==> src/hw/rtl/alidf_pkg.sv <==
// ----------------------------------------------------------------------------
// alidf_pkg
// Shared types and codes for the array list block: operation and status
// codes, controller states and the controller-to-datapath command group.
// ----------------------------------------------------------------------------
package alidf_pkg;

  localparam int unsigned FuncW   = 2;
  localparam int unsigned PosW    = 8;
  localparam int unsigned ValueW  = 32;
  localparam int unsigned StatusW = 2;
  localparam int unsigned OutPosW = 8;
  localparam int unsigned OutLenW = 8;

  typedef enum logic [FuncW-1:0] {
    FUNC_FIND   = 2'd0,
    FUNC_INSERT = 2'd1,
    FUNC_DELETE = 2'd2,
    FUNC_CLEAR  = 2'd3
  } func_e;

  typedef enum logic [StatusW-1:0] {
    STATUS_OK        = 2'd0,
    STATUS_BAD_POS   = 2'd1,
    STATUS_FULL      = 2'd2,
    STATUS_NOT_FOUND = 2'd3
  } status_e;

  typedef enum logic [1:0] {
    ST_IDLE,
    ST_EXEC,
    ST_DONE
  } state_e;

  typedef struct packed {
    logic load_req;  // capture the incoming request
    logic exec;      // apply the operation to the cell row
    logic load_out;  // build the result into the output register
  } ctrl_cmd_t;

endpackage

==> src/hw/rtl/alidf_ctrl.sv <==
// ----------------------------------------------------------------------------
// alidf_ctrl
// Sequencer for the array list: accepts a request, runs the execute step,
// then hands the result to the output register when it is free.
// ----------------------------------------------------------------------------
module alidf_ctrl (
  input  logic                 clk_i,
  input  logic                 rst_ni,
  input  logic                 in_valid_i,
  output logic                 in_ready_o,
  output logic                 out_valid_o,
  input  logic                 out_ready_i,
  output alidf_pkg::ctrl_cmd_t cmd_o
);

  alidf_pkg::state_e state_q, state_d;
  logic              out_valid_q, out_valid_d;
  logic              out_free;
  logic              accept;

  always_ff @(posedge clk_i or negedge rst_ni) begin
    if (!rst_ni) begin
      state_q     <= alidf_pkg::ST_IDLE;
      out_valid_q <= 1'b0;
    end else begin
      state_q     <= state_d;
      out_valid_q <= out_valid_d;
    end
  end

  always_comb begin
    out_free   = !out_valid_q || out_ready_i;
    in_ready_o = (state_q == alidf_pkg::ST_IDLE) ||
                 ((state_q == alidf_pkg::ST_DONE) && out_free);
    accept     = in_valid_i && in_ready_o;

    cmd_o          = '0;
    cmd_o.load_req = accept;
    state_d        = state_q;

    unique case (state_q)
      alidf_pkg::ST_IDLE: begin
        if (accept) begin
          state_d = alidf_pkg::ST_EXEC;
        end
      end
      alidf_pkg::ST_EXEC: begin
        cmd_o.exec = 1'b1;
        state_d    = alidf_pkg::ST_DONE;
      end
      alidf_pkg::ST_DONE: begin
        // hold the finished result until the output register frees up
        if (out_free) begin
          cmd_o.load_out = 1'b1;
          state_d        = accept ? alidf_pkg::ST_EXEC : alidf_pkg::ST_IDLE;
        end
      end
      default: begin
        state_d = alidf_pkg::ST_IDLE;
      end
    endcase

    if (cmd_o.load_out) begin
      out_valid_d = 1'b1;
    end else if (out_ready_i) begin
      out_valid_d = 1'b0;
    end else begin
      out_valid_d = out_valid_q;
    end
  end

  assign out_valid_o = out_valid_q;

endmodule

==> config.mk <==
export PLATFORM = sky130hd
export DESIGN_NAME = alidf_ctrl
export DESIGN_NICKNAME = d
export VERILOG_FILES = /design/src/hw/rtl/alidf_pkg.sv /design/src/hw/rtl/alidf_ctrl.sv
export SDC_FILE = /design/constraint.sdc
export NUM_CORES = 1
export LEC_CHECK = 0
export ABC_AREA = 1
export BUFFER_PORTS_ARGS = -buffer_cell sky130_fd_sc_hd__buf_2
export CAP_MARGIN = 10
export CORE_AREA = 2 2 39 41
export DETAILED_ROUTE_END_ITERATION = 16
export DIE_AREA = 0 0 41 43
export HOLD_SLACK_MARGIN = 0.03
export PLACE_DENSITY = 0.3
export RECOVER_POWER = 25
export SETUP_SLACK_MARGIN = 0.5
export SLEW_MARGIN = 5
export SYNTH_ARGS = -nofsm -noshare
export SYNTH_HDL_FRONTEND = slang
export SYNTH_SLANG_ARGS = --single-unit
==> constraint.sdc <==
create_clock -name clk_i -period 1 [get_ports clk_i]
set_input_delay 0.15 -clock clk_i [delete_from_list [all_inputs] [get_ports clk_i]]
set_output_delay 0.15 -clock clk_i [all_outputs]
set_load 0.01 [all_outputs]
==> results.toml, run 1 <==
[clocking]
htreeDepth = 1
cts_root_buffer = "clkbuf_4"
clk_path_buf_depth = 2
cts_tree = "yes"
path_clk_slew_ns = 0.03
clk_latency_ns = 0.23
cts_buffers = 3
clock-sinks = 3

[place]
dp_hpwl_um = 249.4
gp_congestion = 0.6391
pre_cts_slack_ns = 0.08560
port_buffers = 8
dp.cells = 44
placed_area_sq_um = 210.2

[sta]
setup-tns-final_ns = -0.4334
setup_ws_ns = -0.1448
post-route-period-util = 1.145
drv_slew = 0
post-route-min-period_ns = 1.145
rsz0062_at_grt = "yes"
hold_viol_final = 0
clock_skew_ns = 0.001221
finalSetupViolCount = 4
worstMarginPinSlew_ns = 0.1676
relSlewSlack = 0.8883
fmax_mhz = 873.5
hold_slack_ns = 0.1563

[final_layout]
utilization = 0.1808
synthToLayoutAreaGrowth_pct = 44.93
fin_area_sq_um = 250.2
final_common_cell = "buf_2"
stdcell_count = 49
fillCellCount = 151
register_area_sq_um = 75.07
multi_input_area_sq_um = 57.56
layout.cells.most_common_list = "buf_2 (7), inv_1 (4), nor2_1 (4)"
final_nets = 38
drive_gt1_frac = 0.4848
n_antenna_cell = 0

[run_status]
violations = "setup timing"
run_status = "finished, violations left"

[die]
row_count = 14
dieArea_sq_um = 1763
initial_core_util = 0.1248
die_h_um = 43
die_w_um = 41
core_area_sq_um = 1384
ioPinCount = 9

[synth]
yosysTopAreaCell = "dfrtp_1"
ys_ff_latch = 3
synth.distinct_cells = 10
synthTopCellsByArea = "dfrtp_1 (43%), buf_4 (13%), inv_1 (8.7%), nor2_1 (8.7%), nand2_1 (6.5%)"
ys_warn_count = 0
syn_inst = 23
synth_area_sq_um = 172.7
synth_top_area_share = 0.4348
syn-num-nets = 27
syn_avg_cell_area_sq_um = 7.507
yosysSeqAreaShare = 0.4348

[drt]
ant_nets = 0
routed_wl_um = 320
wl_per_cell_um = 6.531
drc = 0
firstDrtPassIters = 2
via_per_inst = 3.224
vias = 158
drt_iter0_drc = 3

[grt]
grt_max_degree = 5
gr-usage-met3 = 0.06283
grt.busiest_layer = "met3"
groute.layer.met1.usage = 0.05806
grt_antenna_before_repair = 0
grt_overflow_total = 0
grt_first_pass_wirelength_um = 496
grt_usage = 0.04724
grt_pass1_vias = 134
grt.met2_usage = 0.04375

[setup_path]
cp_slowest_cell = "dfrtp_1"
cp.required_ns = 0.85
start_kind = "register"
worstSetupPathType = "register to primary output"
critPathMaxStageDelay_ns = 0.36
cp-end-kind = "primary output"
critPathArrivalTime_ns = 0.99
path_cells = "inv_2, nand2_1, nor2_1, buf_2"
crit_path_max_fanout = 3

[min_path]
hp-class = "input port to register"

[power_and_ir_drop]
leakage_nw = 0.1388
powerDensity_nw_per_um2 = 1858
ir_drop_uv = 989.4
p_total_uw = 464.9

[flow_run]
cap_violations = 0
==> state kept, by name, indices dropped and copies added, names as in the netlist <==
signal	count
state_q	2
out_valid_o	1
==> area by class of cell <==
type	instances	area share
flip-flops and latches	3	0.3000
multi-input cells	11	0.2300
inverters	6	0.09000
clock buffers	4	0.1050
well taps	16	0.08000
repair buffers	9	0.1950
==> per-layer routing <==
layer  vias to the layer above  wire length (um)
met3                         0                40
met4                         0                 0
li1                         83                 -
met2                         7               123
met1                        68               156
met5                         -                 0
==> synth_stat cells, drive strengths merged <==
master,instances
o21ai,1
nand3,1
nand2,4
nor2,5
inv,6
dfrtp,3
buf,3
==> where the power goes <==
group	switching, mW	total [mW]	internal (mW)
Sequential	0.0161	0.155	0.139
Clock	0.0587	0.208	0.149
Combinational	0.0593	0.102	0.0423
==> critical path: cells and delay by family, from the launching register on <==
kind / cells / cell delay [ns]
DFF: 1 / 0.36
buffers and inverters: 2 / 0.21
and+or+nand+nor: 2 / 0.20
==> repair_timing <==
| item | CTS | global route |
|---|---|---|
| endpoints found under the hold margin | 3 | 0 |
| resized for setup | 1 | 0 |
| endpoints found under the setup margin | 8 | 8 |
| hold buffers | 1 | 0 |
| setup buffers | 0 | 0 |
==> logic make-up (layout without fill, tap and decap cells) <==
logic type | Yosys count | in the layout | synth area share
DFF | 3 | 3 | 0.4348
buffers and inverters | 9 | 19 | 0.2609
AOI/OAI and AO/OA | 1 | 1 | 0.05073
and+or+nand+nor | 10 | 10 | 0.2536
==> path summary, 6_finish.rpt <==
check                                 from           to  slack (ns)  cells past startpoint
worst max-delay path            state_q[0]     cmd_o[0]       -0.14                      4
worst min-delay path            in_valid_i   state_q[0]        0.16                      3
worst max register to register  state_q[0]   state_q[1]        0.27                      3
worst min register to register  state_q[0]   state_q[0]        0.53                      3
max in group asynchronous           rst_ni  out_valid_o        0.58                      2
min in group asynchronous           rst_ni   state_q[1]        0.26                      2
Power figures use the tool's default switching activity.
==> inputs of run 2 (changes only) <==
ABC_AREA = 0   (was 1)
==> results.toml, run 2 <==
[final_layout]
synthToLayoutAreaGrowth_pct = 101.6
largest_reg_flops = 2
utilization = 0.2351
n_antenna_cell = 0
fin_area_sq_um = 325.3
layout.cells.most_common_list = "buf_2 (6), buf_6 (4), nand2b_4 (3), clkbuf_4 (3)"
final_common_cell = "buf_2"
final_nets = 36
largest-register = "state_q"
fillCellCount = 159
drive_gt1_frac = 0.7742

[setup_path]
cp.required_ns = 0.85
reg2regPathDepth = 3
worstSetupPathType = "register to primary output"
start_kind = "register"
crit_path_max_fanout = 4
path_cells = "nand2b_4, a21oi_2, buf_2"
cp-end-kind = "primary output"
cp_slowest_cell = "dfrtp_1"
critPathMaxStageDelay_ns = 0.40
critPathArrivalTime_ns = 1.00

[drt]
wl_met2_um = 269
drt_iter0_drc = 1
routed_wl_um = 393
drc = 0
firstDrtPassIters = 2
vias = 161
top_layer_used = "met3"
via_per_inst = 3.426
wl_per_cell_um = 8.362
ant_nets = 0
wl_met3_um = 15
met1_length_um = 109

[synth]
synth_top_area_share = 0.4651
syn_avg_cell_area_sq_um = 9.494
synth.distinct_cells = 9
async_flop_share = 1.000
syn_inst = 17
ys_warn_count = 0
synth.top_cells.by_count = "a21oi_1 (3), buf_4 (3), dfrtp_1 (3), nand2b_1 (3)"
synth_area_sq_um = 161.4
yosysTopAreaCell = "dfrtp_1"
ys_ff_latch = 3
synthTopCellsByArea = "dfrtp_1 (47%), buf_4 (14%), nand2b_1 (12%), a21oi_1 (9.3%), nor2b_2 (5.4%)"
synth-main-ff-cell = "dfrtp_1"
synth-edff-count = 0
yosysSeqAreaShare = 0.4651
syn-num-nets = 21

[grt]
grt_first_pass_wirelength_um = 627
grt_pass1_vias = 184
grt_usage = 0.06131
grt_antenna_before_repair = 0
grt_max_degree = 6
grt_overflow_total = 0

[place]
placed_area_sq_um = 203.9
dp_hpwl_um = 283.1
gp_congestion = 0.6091
port_buffers = 8

[sta]
drv_slew = 0
post-route-period-util = 1.152
hold_viol_final = 0
setup_ws_ns = -0.1516
rsz0062_at_grt = "yes"
worstMarginPinSlew_ns = 0.1635
finalSetupViolCount = 5
relSlewSlack = 0.8910
clock_skew_ns = 0.002553
hold_slack_ns = 0.1794
post-route-min-period_ns = 1.152
fmax_mhz = 868.3

[power_and_ir_drop]
ir_drop_uv = 387.5
powerDensity_nw_per_um2 = 1705
leakage_nw = 0.1565

[run_status]
violations = "setup timing"
run_status = "finished, violations left"

[clocking]
clk_latency_ns = 0.23
cts_tree = "yes"
clk_path_buf_depth = 2
cts_root_buffer = "clkbuf_4"
cts_buffers = 3
htreeDepth = 1
path_clk_slew_ns = 0.03
clock-sinks = 3

[die]
dieArea_sq_um = 1763
die_h_um = 43
die_w_um = 41
row_count = 14
initial_core_util = 0.1166
ioPinCount = 9
core_area_sq_um = 1384

[min_path]
min_path_cells = 3
hp-class = "input port to register"

[flow_run]
cap_violations = 0
-- run 2: cell count changes after synthesis, sizes merged --
cell | previous run | this run
nor2 | 5 | 1
nand3 | 1 | 0
nand2 | 4 | 1
o21bai | 0 | 1
o21ai | 1 | 0
nand2b | 0 | 3
nor2b | 0 | 2
a21oi | 0 | 3
inv | 6 | 0
-- run 2: area by class of cell --
type                            count  area (sq um)  area share
Tap cell                           16         20.02     0.06154
Sequential cell                     3         76.32      0.2346
Timing Repair Buffer               13         96.34      0.2962
Clock buffer                        4         26.28     0.08077
Multi-Input combinational cell     11         106.4      0.3269
-- run 2: metal layers --
| metal | global-route usage | vias up |
|---|---|---|
| li1 | - | 80 |
| met1 | 0.03548 | 79 |
| met2 | 0.1000 | 2 |
| met3 | 0.04712 | 0 |
| met4 | 0.06000 | 0 |
| met5 | 0 | - |
-- run 2: power breakdown --
part	internal [mW]	switching (mW)
logic	0.112	0.0701
clock network	0.150	0.0624
registers	0.140	0.0210
total	0.401	0.153
-- run 2: timing repair --
action,CTS,global route
hold buffers,1,0
setup buffers,3,1
setup endpoints to repair,8,8
endpoints found under the hold margin,3,0
pin swaps,3,2
resized for setup,7,6
-- run 2: worst max-delay path, delay by kind of cell, from the launching register on --
kind / cells / cell delay (ns)
AOI/OAI and AO/OA: 1 / 0.09
buffers and inverters: 1 / 0.13
DFF: 1 / 0.40
and+or+nand+nor: 1 / 0.16
-- run 2: per-stage QoR --
stage	TNS [ns]	instances	power, mW	worst slack (ns)
finish	-0.6214	47	0.5548	-0.1516
global placement	0	38	0.2480	0.06319
CTS	-0.6073	46	0.5345	-0.1549
global route	-0.9304	47	0.6047	-0.2163
detailed placement	0	38	0.2485	0.06281
floorplan	0	17	0.2240	0.06991
-- run 2: worst paths after layout --
| path | slack (ns) | start | endpoint |
|---|---|---|---|
| setup reg to reg | 0.13 | state_q[0] | state_q[1] |
| min in group asynchronous | 0.26 | rst_ni | out_valid_o |
| max in group asynchronous | 0.57 | rst_ni | state_q[1] |
| hold reg to reg | 0.56 | state_q[1] | state_q[0] |
| hold / removal | 0.18 | in_valid_i | state_q[0] |
| setup / recovery | -0.15 | state_q[0] | cmd_o[2] |
-- run 2: cell families after synthesis --
kind of cell | after synthesis | share of synthesized area
AO/OA/AOI/OAI | 4 | 0.1395
buffers and inverters | 3 | 0.1395
flip-flops | 3 | 0.4651
AND/OR/NAND/NOR | 7 | 0.2558
==> inputs of run 3 (changes only) <==
CELL_PAD_IN_SITES_DETAIL_PLACEMENT = 0   (was default)
CELL_PAD_IN_SITES_GLOBAL_PLACEMENT = 1   (was default)
GPL_TIMING_DRIVEN = 0   (was default)
PLACE_DENSITY = 0.5   (was 0.3)
==> results.toml, run 3 (same netlist as run 2, synthesis figures left out) <==
[sta]
post-route-min-period_ns = 1.247
worstMarginPinSlew_ns = 0.1655
finalSetupViolCount = 5
hold_viol_final = 0
post-route-period-util = 1.247
fmax_mhz = 801.6
setup_ws_ns = -0.2475
drv_slew = 0
hold_slack_ns = 0.2599
relSlewSlack = 0.8897
rsz0062_at_grt = "yes"
clock_skew_ns = 0.0009662

[setup_path]
cp.required_ns = 0.85
critPathArrivalTime_ns = 1.10
start_kind = "register"
cp-end-kind = "primary output"
crit_path_max_fanout = 4
worstSetupPathType = "register to primary output"

[drt]
ant_nets = 0
vias = 175
wl_per_cell_um = 8.673
via_per_inst = 3.365
firstDrtPassIters = 2
routed_wl_um = 451
drc = 0
drt_iter0_drc = 3

[clocking]
clk_path_buf_depth = 2
htreeDepth = 1
clock-sinks = 3
cts_tree = "yes"
cts_buffers = 3
clk_latency_ns = 0.23
cts_root_buffer = "clkbuf_4"
path_clk_slew_ns = 0.04

[min_path]
hp-class = "input port to asynchronous set/reset pin"

[place]
port_buffers = 8
gp_congestion = 0.5850

[power_and_ir_drop]
power.internal_uw = 432.3
ir_drop_uv = 488.7
powerDensity_nw_per_um2 = 1586
pwr-share-seq = 0.275
p_total_uw = 589.5
clkPwrFrac = 0.354
leakage_nw = 0.1786
netSwitchingPower_uw = 157.2
p_sw_frac = 0.2667
pwr-share-comb = 0.372

[grt]
grt_max_degree = 6
grt_usage = 0.06439
grt_antenna_before_repair = 0
grt_pass1_vias = 181
grt_overflow_total = 0
grt_first_pass_wirelength_um = 676

[die]
core_area_sq_um = 1384
row_count = 14
initial_core_util = 0.1166
ioPinCount = 9
dieArea_sq_um = 1763
die_h_um = 43
die_w_um = 41

[final_layout]
synthToLayoutAreaGrowth_pct = 130.2
layout.cells.most_common_list = "buf_6 (7), buf_4 (5), buf_2 (4), clkbuf_4 (3)"
largest_reg_flops = 2
final_common_cell = "buf_6"
drive_gt1_frac = 0.7778
n_antenna_cell = 0
final_nets = 41
largest-register = "state_q"

[run_status]
violations = "setup timing"
run_status = "finished, violations left"

[flow_run]
cap_violations = 0
## run 3: area by class of cell
class | instances | area (sq um)
plain buffers | 3 | 22.52
clock buffers | 4 | 26.28
fillers | 147 | 1012
multi-input cells | 11 | 98.84
flip-flops and latches | 3 | 76.32
well taps | 16 | 20.02
repair buffers | 15 | 127.6
## run 3: final timing paths
kind / from / end / slack [ns] / cells after the start
worst min register to register: state_q[1] / state_q[0] / 0.54 / 1
worst min-delay path: rst_ni / state_q[1] / 0.26 / 2
max in group asynchronous: rst_ni / state_q[1] / 0.57 / 2
min in group clk_i: out_ready_i / state_q[0] / 0.26 / 3
worst max-delay path: out_valid_o / cmd_o[2] / -0.25 / 4
worst max register to register: state_q[0] / state_q[1] / 0.01 / 4
## run 3: power groups by stage
stage          Sequential [mW]  Clock, mW  Combinational (mW)
6_report                 0.162      0.208               0.219
3_3_place_gp             0.155          0               0.110
2_1_floorplan            0.156          0              0.0679
3_5_place_dp             0.156          0               0.111
4_1_cts                  0.159      0.221               0.184
5_1_grt                  0.165      0.230               0.236
## run 3: timing repair
item	4_1_cts	5_1_grt
pin swaps	2	1
buffers inserted	3	3
endpoints found under the hold margin	3	0
hold buffers	1	0
setup endpoints to repair	8	8
resized for setup	12	3
## run 3: critical path, stage by stage (launching register included)
cell,delay (ns)
dfrtp_1,0.36
nor2b_4,0.21
a21oi_2,0.06
buf_4,0.13
buf_6,0.11
## run 3: per-stage QoR
stage	instances	TNS [ns]	setup slack, ns	cell area, sq um	utilization
2_1_floorplan	17	0	0.06991	166.4	-
3_3_place_gp	41	-0.07538	-0.04774	226.5	0.1637
3_5_place_dp	41	-0.08052	-0.04718	226.5	0.1637
4_1_cts	49	-0.8109	-0.2269	339.1	0.2450
5_1_grt	52	-1.276	-0.3100	371.6	0.2685
6_report	52	-0.9408	-0.2475	371.6	0.2685
## run 3: metal layers
layer | part of all wire | up-vias | global-route usage
li1 | - | 90 | -
met1 | 0.46 | 77 | 0.06796
met2 | 0.46 | 8 | 0.07813
met3 | 0.078 | 0 | 0.03141
met4 | 0 | 0 | 0.08000
met5 | 0 | - | 0
